$ cat src/rtl/qpt_pkg.sv
// Shared types, constants and the X4 transition decode for the quadrature pass tracker.
// No dependencies; imported by every module of the block.
package qpt_pkg;

   localparam int QPT_POS_WIDTH       = 16;
   localparam int QPT_CNT_WIDTH       = 16;
   localparam int QPT_QUEUE_DEPTH     = 4;
   localparam int QPT_FIELD_WIDTH     = 16;
   localparam int QPT_CSR_INDEX_WIDTH = 2;
   localparam int QPT_CSR_DATA_WIDTH  = 8;

   localparam logic [2:0] QPT_SCENARIO_RESET  = 3'd0;
   localparam logic [7:0] QPT_THRESHOLD_RESET = 8'd60;
   localparam logic [7:0] QPT_TOLERANCE_RESET = 8'd12;

   // effective scenario codes
   localparam logic [2:0] SCEN_USE_SWITCH = 3'd0;
   localparam logic [2:0] SCEN_BOTH_AUTH  = 3'd1;
   localparam logic [2:0] SCEN_A_AUTH     = 3'd2;
   localparam logic [2:0] SCEN_B_AUTH     = 3'd3;

   // clear_mask bit positions
   localparam int CLR_A_BIT      = 0;
   localparam int CLR_B_BIT      = 1;
   localparam int CLR_UNAUTH_BIT = 2;

   // lamp encoding, bit0 = cw, bit1 = ccw
   localparam logic [1:0] LAMP_OFF  = 2'b00;
   localparam logic [1:0] LAMP_CW   = 2'b01;
   localparam logic [1:0] LAMP_CCW  = 2'b10;
   localparam logic [1:0] LAMP_BOTH = 2'b11;

   typedef enum logic [1:0] {
      CSR_SCENARIO  = 2'd0,
      CSR_THRESHOLD = 2'd1,
      CSR_TOLERANCE = 2'd2
   } csr_index_type;

   typedef enum logic [1:0] {
      STEP_NONE = 2'd0,
      STEP_UP   = 2'd1,
      STEP_DOWN = 2'd2
   } step_type;

   typedef struct packed {
      logic [2:0] scenario_override;
      logic [7:0] pass_threshold;
      logic [7:0] reverse_tolerance;
   } qpt_csr_type;

   typedef struct packed {
      step_type   step;
      logic       home;
      logic       need_auth_a;
      logic       need_auth_b;
      logic [2:0] clear_mask;
   } qpt_item_type;

   typedef struct packed {
      logic full;
      logic empty;
   } qpt_queue_status_type;

   // X4 decode of {previous A/B, new A/B}
   function automatic step_type qpt_step_decode(input logic [1:0] prev_ab,
                                                input logic [1:0] cur_ab);
      step_type result;
      case ({prev_ab, cur_ab})
         4'b0010, 4'b0100, 4'b1011, 4'b1101: result = STEP_UP;
         4'b0001, 4'b0111, 4'b1000, 4'b1110: result = STEP_DOWN;
         default:                            result = STEP_NONE;
      endcase
      return result;
   endfunction

endpackage

$ cat src/rtl/qpt_front.sv
// Front end: accepts A/B samples, decodes the X4 step and resolves authorization needs.
// Depends on qpt_pkg; feeds qpt_queue.
module qpt_front
   import qpt_pkg::*;
(
   input  logic                 clock,
   input  logic                 reset,
   input  qpt_csr_type          csr,
   input  logic                 req_valid,
   output logic                 req_stall,
   input  logic [1:0]           req_ab_state,
   input  logic                 req_index_level,
   input  logic [1:0]           req_switch_scenario,
   input  logic                 req_authorized_a,
   input  logic                 req_authorized_b,
   input  logic [2:0]           req_clear_mask,
   input  qpt_queue_status_type q_status,
   output logic                 push,
   output qpt_item_type         push_item
);

   logic [1:0] prev_ab_ff, prev_ab_in;
   logic [2:0] scenario;

   assign req_stall = q_status.full;
   assign push      = req_valid && !q_status.full;

   always_comb begin
      prev_ab_in = push ? req_ab_state : prev_ab_ff;
      if (csr.scenario_override != SCEN_USE_SWITCH) begin
         scenario = csr.scenario_override;
      end else begin
         scenario = {1'b0, req_switch_scenario} + 3'd1;
      end
      push_item.step        = qpt_step_decode(prev_ab_ff, req_ab_state);
      push_item.home        = req_index_level;
      push_item.need_auth_a = (scenario inside {SCEN_BOTH_AUTH, SCEN_A_AUTH}) && !req_authorized_a;
      push_item.need_auth_b = (scenario inside {SCEN_BOTH_AUTH, SCEN_B_AUTH}) && !req_authorized_b;
      push_item.clear_mask  = req_clear_mask;
   end

   always_ff @(posedge clock) begin
      if (reset) begin
         prev_ab_ff <= 2'b00;
      end else begin
         prev_ab_ff <= prev_ab_in;
      end
   end

endmodule

$ cat src/rtl/qpt_queue.sv
// Short FIFO of decoded beats between the front and back ends.
// Depends on qpt_pkg for the entry and status types.
module qpt_queue
   import qpt_pkg::*;
#(
   parameter int DEPTH = QPT_QUEUE_DEPTH
) (
   input  logic                 clock,
   input  logic                 reset,
   input  logic                 push,
   input  qpt_item_type         push_item,
   input  logic                 pop,
   output qpt_item_type         pop_item,
   output qpt_queue_status_type status
);

   localparam int PTR_W = (DEPTH > 1) ? $clog2(DEPTH) : 1;
   localparam int CNT_W = $clog2(DEPTH + 1);

   qpt_item_type       mem_ff [DEPTH];
   logic [PTR_W-1:0]   wr_ptr_ff, wr_ptr_in, rd_ptr_ff, rd_ptr_in;
   logic [CNT_W-1:0]   count_ff, count_in;

   always_comb begin
      wr_ptr_in = wr_ptr_ff;
      rd_ptr_in = rd_ptr_ff;
      if (push) begin
         wr_ptr_in = (wr_ptr_ff == PTR_W'(DEPTH - 1)) ? '0 : wr_ptr_ff + 1'b1;
      end
      if (pop) begin
         rd_ptr_in = (rd_ptr_ff == PTR_W'(DEPTH - 1)) ? '0 : rd_ptr_ff + 1'b1;
      end
      count_in     = count_ff + CNT_W'(push) - CNT_W'(pop);
      status.full  = (count_ff == CNT_W'(DEPTH));
      status.empty = (count_ff == '0);
      pop_item     = mem_ff[rd_ptr_ff];
   end

   always_ff @(posedge clock) begin
      if (reset) begin
         wr_ptr_ff <= '0;
         rd_ptr_ff <= '0;
         count_ff  <= '0;
      end else begin
         wr_ptr_ff <= wr_ptr_in;
         rd_ptr_ff <= rd_ptr_in;
         count_ff  <= count_in;
      end
   end

   always_ff @(posedge clock) begin
      if (push) begin
         mem_ff[wr_ptr_ff] <= push_item;
      end
   end

`ifndef SYNTHESIS
   a_no_push_full: assert property (@(posedge clock) disable iff (reset)
      status.full |-> !push)
      else $error("queue written while full");
   a_no_pop_empty: assert property (@(posedge clock) disable iff (reset)
      status.empty |-> !pop)
      else $error("queue read while empty");
   a_count_up: assert property (@(posedge clock) disable iff (reset)
      push && !pop |=> count_ff == $past(count_ff) + 1'b1)
      else $error("queue count did not follow a lone push");
`endif

endmodule

$ cat src/rtl/qpt_back.sv
// Back end: position, peak and reversal tracking, pass counting and the result register.
// Depends on qpt_pkg; drains qpt_queue.
module qpt_back
   import qpt_pkg::*;
#(
   parameter int POSITION_WIDTH = QPT_POS_WIDTH,
   parameter int COUNTER_WIDTH  = QPT_CNT_WIDTH
) (
   input  logic                              clock,
   input  logic                              reset,
   input  qpt_csr_type                       csr,
   input  qpt_queue_status_type              q_status,
   input  qpt_item_type                      q_item,
   output logic                              pop,
   output logic                              rsp_valid,
   input  logic                              rsp_stall,
   output logic signed [QPT_FIELD_WIDTH-1:0] rsp_position,
   output logic signed [QPT_FIELD_WIDTH-1:0] rsp_peak_excursion,
   output logic                              rsp_led_cw,
   output logic                              rsp_led_ccw,
   output logic                              rsp_reversed,
   output logic                              rsp_pass_a_done,
   output logic                              rsp_pass_b_done,
   output logic                              rsp_unauthorized,
   output logic [QPT_FIELD_WIDTH-1:0]        rsp_count_a,
   output logic [QPT_FIELD_WIDTH-1:0]        rsp_count_b,
   output logic [QPT_FIELD_WIDTH-1:0]        rsp_count_unauth
);

   localparam int P = POSITION_WIDTH;
   localparam int C = COUNTER_WIDTH;
   localparam int F = QPT_FIELD_WIDTH;

   logic signed [P-1:0] pos_ff, pos_in, peak_ff, peak_in, next_pos;
   logic signed [P:0]   step_w, sum_w, pos_x, peak_x, diff_x;
   logic [P:0]          mag_pos, mag_peak, mag_diff;
   logic signed [P+1:0] peak_w, thr_w;
   logic                dir_ff, dir_in, rev_ff, rev_in;
   logic [1:0]          lamp_ff, lamp_in;
   logic [C-1:0]        cnt_a_ff, cnt_a_in, cnt_b_ff, cnt_b_in, cnt_u_ff, cnt_u_in;
   logic [C-1:0]        tot_a, tot_b, tot_u;
   logic                done_a, done_b, unauth, grow, rev_now;

   logic                rsp_valid_ff, rsp_valid_in;
   logic signed [F-1:0] out_pos_ff, out_peak_ff;
   logic                out_cw_ff, out_ccw_ff, out_rev_ff;
   logic                out_pass_a_ff, out_pass_b_ff, out_unauth_ff;
   logic [F-1:0]        out_cnt_a_ff, out_cnt_b_ff, out_cnt_u_ff;

   always_comb begin
      pop          = !q_status.empty && (!rsp_valid_ff || !rsp_stall);
      rsp_valid_in = pop || (rsp_valid_ff && rsp_stall);

      case (q_item.step)
         STEP_UP:   step_w = (P+1)'(1);
         STEP_DOWN: step_w = '1;
         default:   step_w = '0;
      endcase

      // saturating step
      sum_w = (P+1)'(pos_ff) + step_w;
      if (sum_w[P] != sum_w[P-1]) begin
         next_pos = sum_w[P] ? {1'b1, {(P-1){1'b0}}} : {1'b0, {(P-1){1'b1}}};
      end else begin
         next_pos = sum_w[P-1:0];
      end

      pos_x    = (P+1)'(next_pos);
      peak_x   = (P+1)'(peak_ff);
      diff_x   = peak_x - pos_x;
      mag_pos  = pos_x[P] ? -pos_x : pos_x;
      mag_peak = peak_x[P] ? -peak_x : peak_x;
      mag_diff = diff_x[P] ? -diff_x : diff_x;
      grow     = mag_peak < mag_pos;
      // a new peak sits on the position itself, so no backward travel then
      rev_now  = !grow && (mag_diff > (P+1)'(csr.reverse_tolerance));

      peak_w = (P+2)'(peak_ff);
      thr_w  = (P+2)'(csr.pass_threshold);

      pos_in  = pos_ff;
      peak_in = peak_ff;
      dir_in  = dir_ff;
      rev_in  = rev_ff;
      lamp_in = lamp_ff;
      done_a  = 1'b0;
      done_b  = 1'b0;
      unauth  = 1'b0;

      if (pop && q_item.step != STEP_NONE) begin
         if (q_item.home) begin
            if (!rev_ff) begin
               done_a = peak_w < -thr_w;
               done_b = peak_w > thr_w;
               unauth = (done_a && q_item.need_auth_a) || (done_b && q_item.need_auth_b);
            end
            pos_in  = '0;
            peak_in = '0;
            rev_in  = 1'b0;
            lamp_in = LAMP_OFF;
         end else begin
            peak_in = grow ? next_pos : peak_ff;
            dir_in  = grow ? (q_item.step == STEP_UP) : dir_ff;
            pos_in  = rev_now ? '0 : next_pos;
            rev_in  = rev_ff || rev_now;
            if (rev_in) begin
               lamp_in = LAMP_BOTH;
            end else if (dir_in) begin
               lamp_in = LAMP_CW;
            end else begin
               lamp_in = LAMP_CCW;
            end
         end
      end

      tot_a = cnt_a_ff + C'(done_a);
      tot_b = cnt_b_ff + C'(done_b);
      tot_u = cnt_u_ff + C'(unauth);

      // clear mask acts after the totals are reported
      cnt_a_in = (pop && q_item.clear_mask[CLR_A_BIT]) ? '0 : tot_a;
      cnt_b_in = (pop && q_item.clear_mask[CLR_B_BIT]) ? '0 : tot_b;
      cnt_u_in = (pop && q_item.clear_mask[CLR_UNAUTH_BIT]) ? '0 : tot_u;
   end

   always_ff @(posedge clock) begin
      if (reset) begin
         pos_ff       <= '0;
         peak_ff      <= '0;
         dir_ff       <= 1'b0;
         rev_ff       <= 1'b0;
         lamp_ff      <= LAMP_OFF;
         cnt_a_ff     <= '0;
         cnt_b_ff     <= '0;
         cnt_u_ff     <= '0;
         rsp_valid_ff <= 1'b0;
      end else begin
         pos_ff       <= pos_in;
         peak_ff      <= peak_in;
         dir_ff       <= dir_in;
         rev_ff       <= rev_in;
         lamp_ff      <= lamp_in;
         cnt_a_ff     <= cnt_a_in;
         cnt_b_ff     <= cnt_b_in;
         cnt_u_ff     <= cnt_u_in;
         rsp_valid_ff <= rsp_valid_in;
      end
   end

   always_ff @(posedge clock) begin
      if (pop) begin
         out_pos_ff    <= F'(pos_in);
         out_peak_ff   <= F'(peak_in);
         out_cw_ff     <= lamp_in[0];
         out_ccw_ff    <= lamp_in[1];
         out_rev_ff    <= rev_in;
         out_pass_a_ff <= done_a;
         out_pass_b_ff <= done_b;
         out_unauth_ff <= unauth;
         out_cnt_a_ff  <= F'(tot_a);
         out_cnt_b_ff  <= F'(tot_b);
         out_cnt_u_ff  <= F'(tot_u);
      end
   end

   assign rsp_valid          = rsp_valid_ff;
   assign rsp_position       = out_pos_ff;
   assign rsp_peak_excursion = out_peak_ff;
   assign rsp_led_cw         = out_cw_ff;
   assign rsp_led_ccw        = out_ccw_ff;
   assign rsp_reversed       = out_rev_ff;
   assign rsp_pass_a_done    = out_pass_a_ff;
   assign rsp_pass_b_done    = out_pass_b_ff;
   assign rsp_unauthorized   = out_unauth_ff;
   assign rsp_count_a        = out_cnt_a_ff;
   assign rsp_count_b        = out_cnt_b_ff;
   assign rsp_count_unauth   = out_cnt_u_ff;

`ifndef SYNTHESIS
   a_rev_lamps: assert property (@(posedge clock) disable iff (reset)
      rev_ff |-> lamp_ff == LAMP_BOTH)
      else $error("reversal without both lamps on");
   a_home_clears: assert property (@(posedge clock) disable iff (reset)
      pop && q_item.step != STEP_NONE && q_item.home |=>
         pos_ff == '0 && peak_ff == '0 && !rev_ff && lamp_ff == LAMP_OFF)
      else $error("home step did not clear tracking state");
   a_one_pass: assert property (@(posedge clock) disable iff (reset)
      rsp_valid |-> !(rsp_pass_a_done && rsp_pass_b_done))
      else $error("pass counted in both directions");
   a_unauth_needs_pass: assert property (@(posedge clock) disable iff (reset)
      rsp_valid && rsp_unauthorized |-> rsp_pass_a_done || rsp_pass_b_done)
      else $error("unauthorized flagged without a pass");
`endif

endmodule

$ cat src/rtl/quadrature_pass_tracker.sv
// Path: an accepted sample is written into the queue, then popped into the result reg, and
// its result is on the rsp port from there; rsp_valid holds under rsp_stall until accepted.
// Throughput: one sample per cycle unless rsp_stall backs up the queue and raises req_stall.
// Reset (synchronous, active high): tracking state, totals and lamps zero, thresholds 60/12,
// scenario override 0. No clearing pass; req_stall is low right after reset.
// Depends on qpt_pkg, qpt_front, qpt_queue, qpt_back.
module quadrature_pass_tracker
   import qpt_pkg::*;
#(
   parameter int POSITION_WIDTH = QPT_POS_WIDTH,
   parameter int COUNTER_WIDTH  = QPT_CNT_WIDTH,
   parameter int QUEUE_DEPTH    = QPT_QUEUE_DEPTH
) (
   input  logic                                 clock,
   input  logic                                 reset,
   input  logic                                 csr_wr_en,
   input  logic [QPT_CSR_INDEX_WIDTH-1:0]       csr_index,
   input  logic [QPT_CSR_DATA_WIDTH-1:0]        csr_wdata,
   input  logic                                 req_valid,
   output logic                                 req_stall,
   input  logic [1:0]                           req_ab_state,
   input  logic                                 req_index_level,
   input  logic [1:0]                           req_switch_scenario,
   input  logic                                 req_authorized_a,
   input  logic                                 req_authorized_b,
   input  logic [2:0]                           req_clear_mask,
   output logic                                 rsp_valid,
   input  logic                                 rsp_stall,
   output logic signed [QPT_FIELD_WIDTH-1:0]    rsp_position,
   output logic signed [QPT_FIELD_WIDTH-1:0]    rsp_peak_excursion,
   output logic                                 rsp_led_cw,
   output logic                                 rsp_led_ccw,
   output logic                                 rsp_reversed,
   output logic                                 rsp_pass_a_done,
   output logic                                 rsp_pass_b_done,
   output logic                                 rsp_unauthorized,
   output logic [QPT_FIELD_WIDTH-1:0]           rsp_count_a,
   output logic [QPT_FIELD_WIDTH-1:0]           rsp_count_b,
   output logic [QPT_FIELD_WIDTH-1:0]           rsp_count_unauth
);

   qpt_csr_type          csr_ff, csr_in;
   qpt_queue_status_type q_status;
   qpt_item_type         push_item, pop_item;
   logic                 push, pop;

   always_comb begin
      csr_in = csr_ff;
      if (csr_wr_en) begin
         case (csr_index)
            CSR_SCENARIO:  csr_in.scenario_override = csr_wdata[2:0];
            CSR_THRESHOLD: csr_in.pass_threshold    = csr_wdata;
            CSR_TOLERANCE: csr_in.reverse_tolerance = csr_wdata;
            default:       csr_in = csr_ff;
         endcase
      end
   end

   always_ff @(posedge clock) begin
      if (reset) begin
         csr_ff.scenario_override <= QPT_SCENARIO_RESET;
         csr_ff.pass_threshold    <= QPT_THRESHOLD_RESET;
         csr_ff.reverse_tolerance <= QPT_TOLERANCE_RESET;
      end else begin
         csr_ff <= csr_in;
      end
   end

   qpt_front u_front (
      .clock               (clock),
      .reset               (reset),
      .csr                 (csr_ff),
      .req_valid           (req_valid),
      .req_stall           (req_stall),
      .req_ab_state        (req_ab_state),
      .req_index_level     (req_index_level),
      .req_switch_scenario (req_switch_scenario),
      .req_authorized_a    (req_authorized_a),
      .req_authorized_b    (req_authorized_b),
      .req_clear_mask      (req_clear_mask),
      .q_status            (q_status),
      .push                (push),
      .push_item           (push_item)
   );

   qpt_queue #(
      .DEPTH (QUEUE_DEPTH)
   ) u_queue (
      .clock     (clock),
      .reset     (reset),
      .push      (push),
      .push_item (push_item),
      .pop       (pop),
      .pop_item  (pop_item),
      .status    (q_status)
   );

   qpt_back #(
      .POSITION_WIDTH (POSITION_WIDTH),
      .COUNTER_WIDTH  (COUNTER_WIDTH)
   ) u_back (
      .clock              (clock),
      .reset              (reset),
      .csr                (csr_ff),
      .q_status           (q_status),
      .q_item             (pop_item),
      .pop                (pop),
      .rsp_valid          (rsp_valid),
      .rsp_stall          (rsp_stall),
      .rsp_position       (rsp_position),
      .rsp_peak_excursion (rsp_peak_excursion),
      .rsp_led_cw         (rsp_led_cw),
      .rsp_led_ccw        (rsp_led_ccw),
      .rsp_reversed       (rsp_reversed),
      .rsp_pass_a_done    (rsp_pass_a_done),
      .rsp_pass_b_done    (rsp_pass_b_done),
      .rsp_unauthorized   (rsp_unauthorized),
      .rsp_count_a        (rsp_count_a),
      .rsp_count_b        (rsp_count_b),
      .rsp_count_unauth   (rsp_count_unauth)
   );

endmodule

$ cat config.mk
export PLATFORM = sky130hd
export DESIGN_NAME = quadrature_pass_tracker
export DESIGN_NICKNAME = d
export VERILOG_FILES = /design/src/rtl/qpt_pkg.sv /design/src/rtl/qpt_front.sv /design/src/rtl/qpt_queue.sv /design/src/rtl/qpt_back.sv /design/src/rtl/quadrature_pass_tracker.sv
export SDC_FILE = /design/constraint.sdc
export NUM_CORES = 1
export LEC_CHECK = 0
export BUFFER_PORTS_ARGS = -buffer_cell sky130_fd_sc_hd__buf_2
export CAP_MARGIN = 10
export CORE_MARGIN = 2
export CORE_UTILIZATION = 65
export CTS_BUF_LIST = sky130_fd_sc_hd__clkbuf_2 sky130_fd_sc_hd__clkbuf_4 sky130_fd_sc_hd__clkbuf_8
export CTS_CLUSTER_SIZE = 14
export DETAILED_ROUTE_END_ITERATION = 12
export PLACE_DENSITY = 0.86
export SYNTH_ARGS = -nofsm -noshare
export SYNTH_HDL_FRONTEND = slang
export SYNTH_SLANG_ARGS = --single-unit
$ cat constraint.sdc
create_clock -name clock -period 16.7 [get_ports clock]
set_input_delay 0.835 -clock clock [delete_from_list [all_inputs] [get_ports clock]]
set_output_delay 0.835 -clock clock [all_outputs]
set_load 0.005 [all_outputs]
==> key figures, run 1 <==
Floorplan
  – Placement row count: 51
  – Die height: 146 µm
  – Die area: 21200 µm²
  – Width of the die: 146 µm
  – IO Pins: 113
  – Core area: 19600 µm²
  – Initial Utilization: 66.6%

Clocking
  – H-tree Lvls: 2
  – CTS tree: built
  – Clock sink total: 233
  – CTS root buf: clkbuf_8
  – Max clock buf depth: 3
  – Clock latency on the worst-skew pair: 0.56 ns
  – Setup repair bufs after CTS: 0
  – Post-CTS resize count: 0
  – Clock slew at reported path FFs: 0.06 ns
  – CTS buffer count: 39
  – Hold_buf cts: 0

Yosys
  – Synthesized instance count: 1282
  – Synthesized area: 13000 µm²
  – Post-Syn Nets: 1415
  – Ys flop type: edfxtp_1
  – Post-synth cell types: 78
  – Complex-gate fraction of the synthesized area: 13.7%
  – Simple-gate area share of the yosys netlist: 17.6%
  – Largest family of logic cells by synthesized area: simple AND/OR/NAND/NOR gates
  – Adder-cell share of the synthesized area: 10.5%
  – Async SR Flop Fraction: 0%
  – Synth area leaders: edfxtp_1 27%, dfxtp_1 18%, ha_1 10%
  – Synth top area share: 27.2%
  – Number of synthesized flops with an enable pin: 118
  – Xor/xnor cell area share of the yosys netlist: 7.12%
  – Post-synthesis mux area share: 3.09%
  – Register area share after synthesis: 44.8%
  – Synth area leader: edfxtp_1
  – Synthesized area per cell: 10.2 µm²
  – #FFs+latches synth: 233
  – Yosys warns: 0

Hold path
  – Hold depth: 2
  – Hold Path Class: flop to flop
  – Hold EP: u_back.dir_ff
  – Hold Startpoint: u_back.dir_ff

Timing
  – Fin crit share: 62.9%
  – Final Critical Period: 10.51 ns
  – Worst Tran Pin Value: 1.14 ns
  – Final Hold Vio Count: 0
  – RSZ-0062 raised after global routing: false
  – Fmax: 95.2 MHz
  – Slew Limit Fails: 0
  – Final setup viols: 0
  – Slew HR: 23.0%
  – Worst clock skew: 0.0317 ns
  – Setup_tns: 0 ns

Route
  – DR WL/cell: 17.7 µm
  – DRT Pass-1 Iters: 5
  – Initial DRC Count: 708
  – # DRC: 0
  – Via-to-Cell Ratio: 6.01
  – Final ANT Viol Nets: 0
  – Drt total wl: 30000 µm
  – Via count: 10189

Critical path
  – CP startpoint kind: flop
  – Worst r2r path cells: 40
  – Critical R2R Capture: u_back.rsp_position[11]
  – Critical Path RT: 17.07 ns
  – Worst path max stage delay: 0.70 ns
  – Worst path arrival time: 10.87 ns
  – CP endpoint kind: flop
  – CP max-delay cell: a221oi_1
  – Worst Path Max Fanout: 30
  – Cell mode on critical path: ha_1
  – R2R setup slack: 6.19 ns
  – Crit Path Category: flop to flop

Global routing
  – First-pass GRT wire length: 49700 µm
  – GR Util All Layers: 28.4%
  – Vias in the first global route: 10202
  – Gr ovfl total: 0
  – Initial antenna violation count: 0
  – Largest net degree at the start of global routing: 71

Placed design
  – GPL Wtd Cong: 0.957
  – Post-detail-place hpwl: 21100 µm
  – Dpl cells: 1622
  – PortBufs: 112

Run status
  – Outcome: completed

Final layout
  – Layout Utilization: 74.9%
  – Layout cells sized above 1: 16.6%
  – Area delta synth->final: 12.4%
  – Nets: 1532
  – ANT cells: 0
  – Filler Cell Count: 1347
  – Final non-filler cell total: 1695

Job
  – MaxCap Viol Count: 0
[logic make-up after synthesis]
group	count (synthesis)
simple gates	448
compound gates	254
flops	233
fa+ha+maj	108
xor+xnor	106
buf+inv	101
mux	30
other cells	2
[routing by layer]
| layer | share of wire [%] | vias up | GRT usage, % |
|---|---|---|---|
| met5 | 0 | - | 0 |
| met4 | 3.0 | 0 | 10.6 |
| met3 | 6.6 | 83 | 5.42 |
| met2 | 47 | 377 | 47.1 |
| met1 | 43 | 4856 | 37.1 |
| li1 | - | 4873 | - |
[state kept, by name, summed over array words and instances, names as in the netlist, 3 cells and up, named ones only]
signal                     count
csr_ff                        19
u_back.cnt_a_ff               16
u_back.cnt_b_ff               16
u_back.cnt_u_ff               16
u_back.peak_ff                16
u_back.pos_ff                 16
u_back.rsp_count_a            16
u_back.rsp_count_b            16
u_back.rsp_count_unauth       16
u_back.rsp_peak_excursion     16
u_back.rsp_position           16
u_queue.count_ff               3
u_queue.mem_ff                32
[metrics by stage]
step	instance area, µm²	hold slack, ns	setup slack, ns
finish	14700	0.466	6.19
global route	14700	0.478	5.30
CTS	14700	0.462	6.30
detailed placement	13800	0.455	6.34
global placement	13800	0.445	6.77
floorplan	13000	0.433	7.70
[area by class of cell]
class                      instances  area, µm²  share of cell area, %
multi-input combinational        948       6800                   46.3
sequential                       233       5850                   39.8
clock buffer                      50        638                   4.35
timing repair buffer             118        603                   4.11
tap                              265        332                   2.26
clock inverter                    22        231                   1.58
inverter                          59        223                   1.52
[synthesized netlist by cell type (all sizes together), types with 4 or more instances]
cell and count:
a21boi 4, a311oi 8, nand2 101, a21oi 69
or2 9, nor3 21, a31oi 11, mux4 8
a22oi 10, inv 59, buf 9, clkbuf 33
a211oi 7, nand3 30, nor3b 6, o31ai 10
nor4 6, xnor2 65, and3 15, nand4 17
o21a 11, nor2b 71, a21o 16, a2111oi 4
edfxtp 118, mux2i 20, nor2 103, and4 7
o211ai 7, xor2 41, ha 105, or4 4
o21ai 63, nand2b 22, and2 15, nand3b 5
dfxtp 115, a221oi 11, or3 7
[worst max-delay path, delay by kind of cell (launching register included)]
| family | cells | cell delay (ns) |
|---|---|---|
| muxes | 1 | 0.58 |
| xor gates and xnor gates | 1 | 0.16 |
| adders and majority gates | 5 | 2.17 |
| and+or+nand+nor | 9 | 1.53 |
| buffers and inverters | 3 | 0.51 |
| DFF | 1 | 0.65 |
| AOI/OAI and AO/OA | 21 | 4.70 |
[worst max path at each step]
stage                                         end  cells past startpoint  start  slack [ns]
after floorplan           u_back.rsp_position[14]                     44   flop        7.70
after global placement          u_back.pos_ff[14]                     40   flop        6.77
after detailed placement  u_back.rsp_position[11]                     40   flop        6.34
after CTS                 u_back.rsp_position[11]                     40   flop        6.30
after global routing      u_back.rsp_position[11]                     40   flop        5.30
final                     u_back.rsp_position[11]                     40   flop        6.19
[layout by cell type (no fill, tap or decap), types with 5 or more instances in the layout]
cell type | Yosys | routed
a211oi_1 | 7 | 7
a21o_1 | 16 | 16
a21oi_1 | 66 | 66
a221oi_2 | 9 | 9
a22oi_1 | 9 | 9
a311oi_2 | 8 | 8
a31oi_1 | 11 | 11
and2_1 | 15 | 15
and3_1 | 15 | 15
and4_1 | 7 | 7
buf_2 | 4 | 113
buf_4 | 1 | 5
clkbuf_4 | 0 | 8
clkbuf_8 | 0 | 42
clkinv_2 | 0 | 12
dfxtp_1 | 115 | 115
edfxtp_1 | 118 | 118
ha_1 | 105 | 105
inv_1 | 59 | 58
mux2i_1 | 20 | 20
mux4_2 | 8 | 8
nand2_1 | 101 | 101
nand2b_1 | 22 | 22
nand3_1 | 30 | 30
nand3b_1 | 5 | 5
nand4_1 | 17 | 17
nor2_1 | 102 | 102
nor2b_1 | 71 | 71
nor3_1 | 21 | 21
nor3b_1 | 6 | 6
nor4_1 | 6 | 6
o211ai_1 | 6 | 6
o21a_1 | 11 | 11
o21ai_0 | 60 | 60
o31ai_1 | 10 | 10
or2_2 | 8 | 8
or3_1 | 6 | 6
xnor2_1 | 65 | 65
xor2_1 | 41 | 41
Power of run 1 is not shown: default switching activity piles up to over one toggle a cycle in this logic, so the estimate is an artifact.
==> run 2: changes to the inputs <==
CORE_UTILIZATION = 62   (was 65)
PLACE_DENSITY = 0.82   (was 0.86)
clock period = 10.46 ns   (was 16.7 ns; I/O delays follow)
==> key figures, run 2 (synthesized netlist as in run 1, its figures left out) <==
Run status
  – Outcome: completed

Final layout
  – Biggest regs: u_queue.mem_ff x32, csr_ff x19
  – Filler Cell Count: 1542 (+14%)
  – Most frequent cells in the layout: 118 x edfxtp_1, 115 x dfxtp_1, 112 x buf_2
  – Nets: 1543 (+0.72%)
  – Layout cells sized above 1: 17.0% (+0.38 points)
  – Reg with most FFs: u_queue.mem_ff
  – Area delta synth->final: 12.6%
  – Number of flip-flops in the largest register: 32 (unchanged)
  – ANT cells: 0 (unchanged)
  – Most common cell after layout, fill and taps aside: edfxtp_1

Clocking
  – H-tree Lvls: 2 (unchanged)
  – CTS root buf: clkbuf_8
  – Clock latency on the worst-skew pair: 0.55 ns (about the same)
  – Hold_buf cts: 0 (unchanged)
  – CTS buffer count: 38 (-2.6%)
  – Post-CTS resize count: 0 (unchanged)
  – CTS tree: built
  – Clock sink total: 233 (unchanged)
  – Setup repair bufs after CTS: 0 (unchanged)
  – Max clock buf depth: 3 (unchanged)
  – Clock slew at reported path FFs: 0.06 ns (about the same)

Route
  – DR WL/cell: 17.3 µm (-2.4%)
  – DRT Pass-1 Iters: 5 (unchanged)
  – # DRC: 0 (unchanged)
  – Final ANT Viol Nets: 0 (unchanged)
  – Via count: 9975 (-2.1%)
  – Initial DRC Count: 700 (-1.1%)
  – Via-to-Cell Ratio: 5.82 (-3.2%)
  – Drt total wl: 29600 µm (-1.3%)

Floorplan
  – Placement row count: 53 (+3.9%)
  – Core area: 20800 µm² (+6.3%)
  – IO Pins: 113 (unchanged)
  – Die height: 149 µm (+2.3%)
  – Die area: 22200 µm² (+4.7%)
  – Initial Utilization: 62.6% (-3.9 points)
  – Width of the die: 149 µm (+2.3%)

Timing
  – Final Critical Period: 9.46 ns (-1.04 ns)
  – Worst Tran Pin Value: 0.876 ns (-0.269 ns)
  – Setup_tns: 0 ns (unchanged)
  – Worst clock skew: 0.0343 ns (+0.00259 ns)
  – Fin crit share: 90.5% (+28 points)
  – Slew Limit Fails: 0 (unchanged)
  – Final Hold Vio Count: 0 (unchanged)
  – Fmax: 106 MHz (+11%)
  – Final setup viols: 0 (unchanged)
  – Slew HR: 41.6% (+19 points)
  – Hold slack: 0.204 ns (-0.262 ns)
  – RSZ-0062 raised after global routing: false

Global routing
  – Grt met2 use: 43.3% (-3.8 points)
  – GR Util All Layers: 26.6% (-1.8 points)
  – M1 GR Usage: 36.5% (-0.68 points)
  – Gr ovfl total: 0 (unchanged)
  – Vias in the first global route: 9586 (-6.0%)
  – GR Util met3: 4.25% (-1.2 points)
  – Most Used Layer, Global Route: met2
  – First-pass GRT wire length: 47800 µm (-3.8%)
  – Largest net degree at the start of global routing: 71 (unchanged)
  – Initial antenna violation count: 0 (unchanged)

Critical path
  – CP max-delay cell: dfxtp_1
  – Critical Path RT: 10.82 ns (-6.25 ns)
  – Cell mode on critical path: ha_1
  – Worst path arrival time: 9.83 ns (-1.04 ns)
  – Crit Path Category: flop to flop
  – Worst r2r path cells: 41 (+2.5%)
  – Worst path max stage delay: 0.68 ns (-0.02 ns)
  – CP startpoint kind: flop
  – CP endpoint kind: flop
  – Worst Path Max Fanout: 30 (unchanged)

Placed design
  – PortBufs: 112 (unchanged)
  – Post-detail-place hpwl: 21300 µm (+0.84%)
  – GPL Wtd Cong: 0.906 (-5.3%)

Hold path
  – Hold depth: 1 (-1)
  – Hold Path Class: input port to flop

Job
  – MaxCap Viol Count: 0 (unchanged)
-- run 2: through the flow --
stage	cell area [µm²]	utilization [%]	setup slack [ns]	instances
2_1_floorplan	13000	-	1.46	1282
6_report	14700	70.5	0.995	1714
4_1_cts	14700	70.5	0.806	1714
5_1_grt	14700	70.5	0.200	1714
3_3_place_gp	13900	66.8	1.16	1645
3_5_place_dp	13900	66.8	0.841	1645
-- run 2: worst paths after layout --
check | start | slack [ns] | end
setup / recovery | flop | 1.0 | u_back.rsp_position[1]
hold reg to reg | u_back.dir_ff | 0.46 | u_back.dir_ff
hold / removal | req_index_level | 0.20 | u_queue.mem_ff[0][5]
setup reg to reg | flop | 1.0 | u_back.rsp_position[1]
-- run 2: worst max-delay path, delay by kind of cell, from the launching register on --
family | cells | cell delay (ns)
AO/OA/AOI/OAI | 21 | 4.28
AND/OR/NAND/NOR | 9 | 1.45
adder cells (fa/ha/maj) | 5 | 1.44
flip-flops | 1 | 0.68
XOR/XNOR | 1 | 0.15
multiplexers | 1 | 0.59
buffers and inverters | 4 | 0.67
-- run 2: cell type report --
| cell class | count | area, µm² | area share, % |
|---|---|---|---|
| timing repair buffer | 130 | 696 | 4.74 |
| sequential | 233 | 5850 | 39.8 |
| clock buffer | 58 | 686 | 4.67 |
| clock inverter | 11 | 92.6 | 0.630 |
| inverter | 59 | 223 | 1.52 |
| multi-input combinational | 948 | 6800 | 46.3 |
| tap | 275 | 344 | 2.34 |
-- run 2: routing by layer --
metal | vias to the layer above | share of wire (%) | routed length, µm
met2 | 308 | 47 | 13800
met1 | 4709 | 45 | 13200
met4 | 0 | 3.1 | 930
met3 | 70 | 5.7 | 1690
met5 | - | 0 | 0
li1 | 4888 | - | -
Power of run 2 is left out for the same reason.
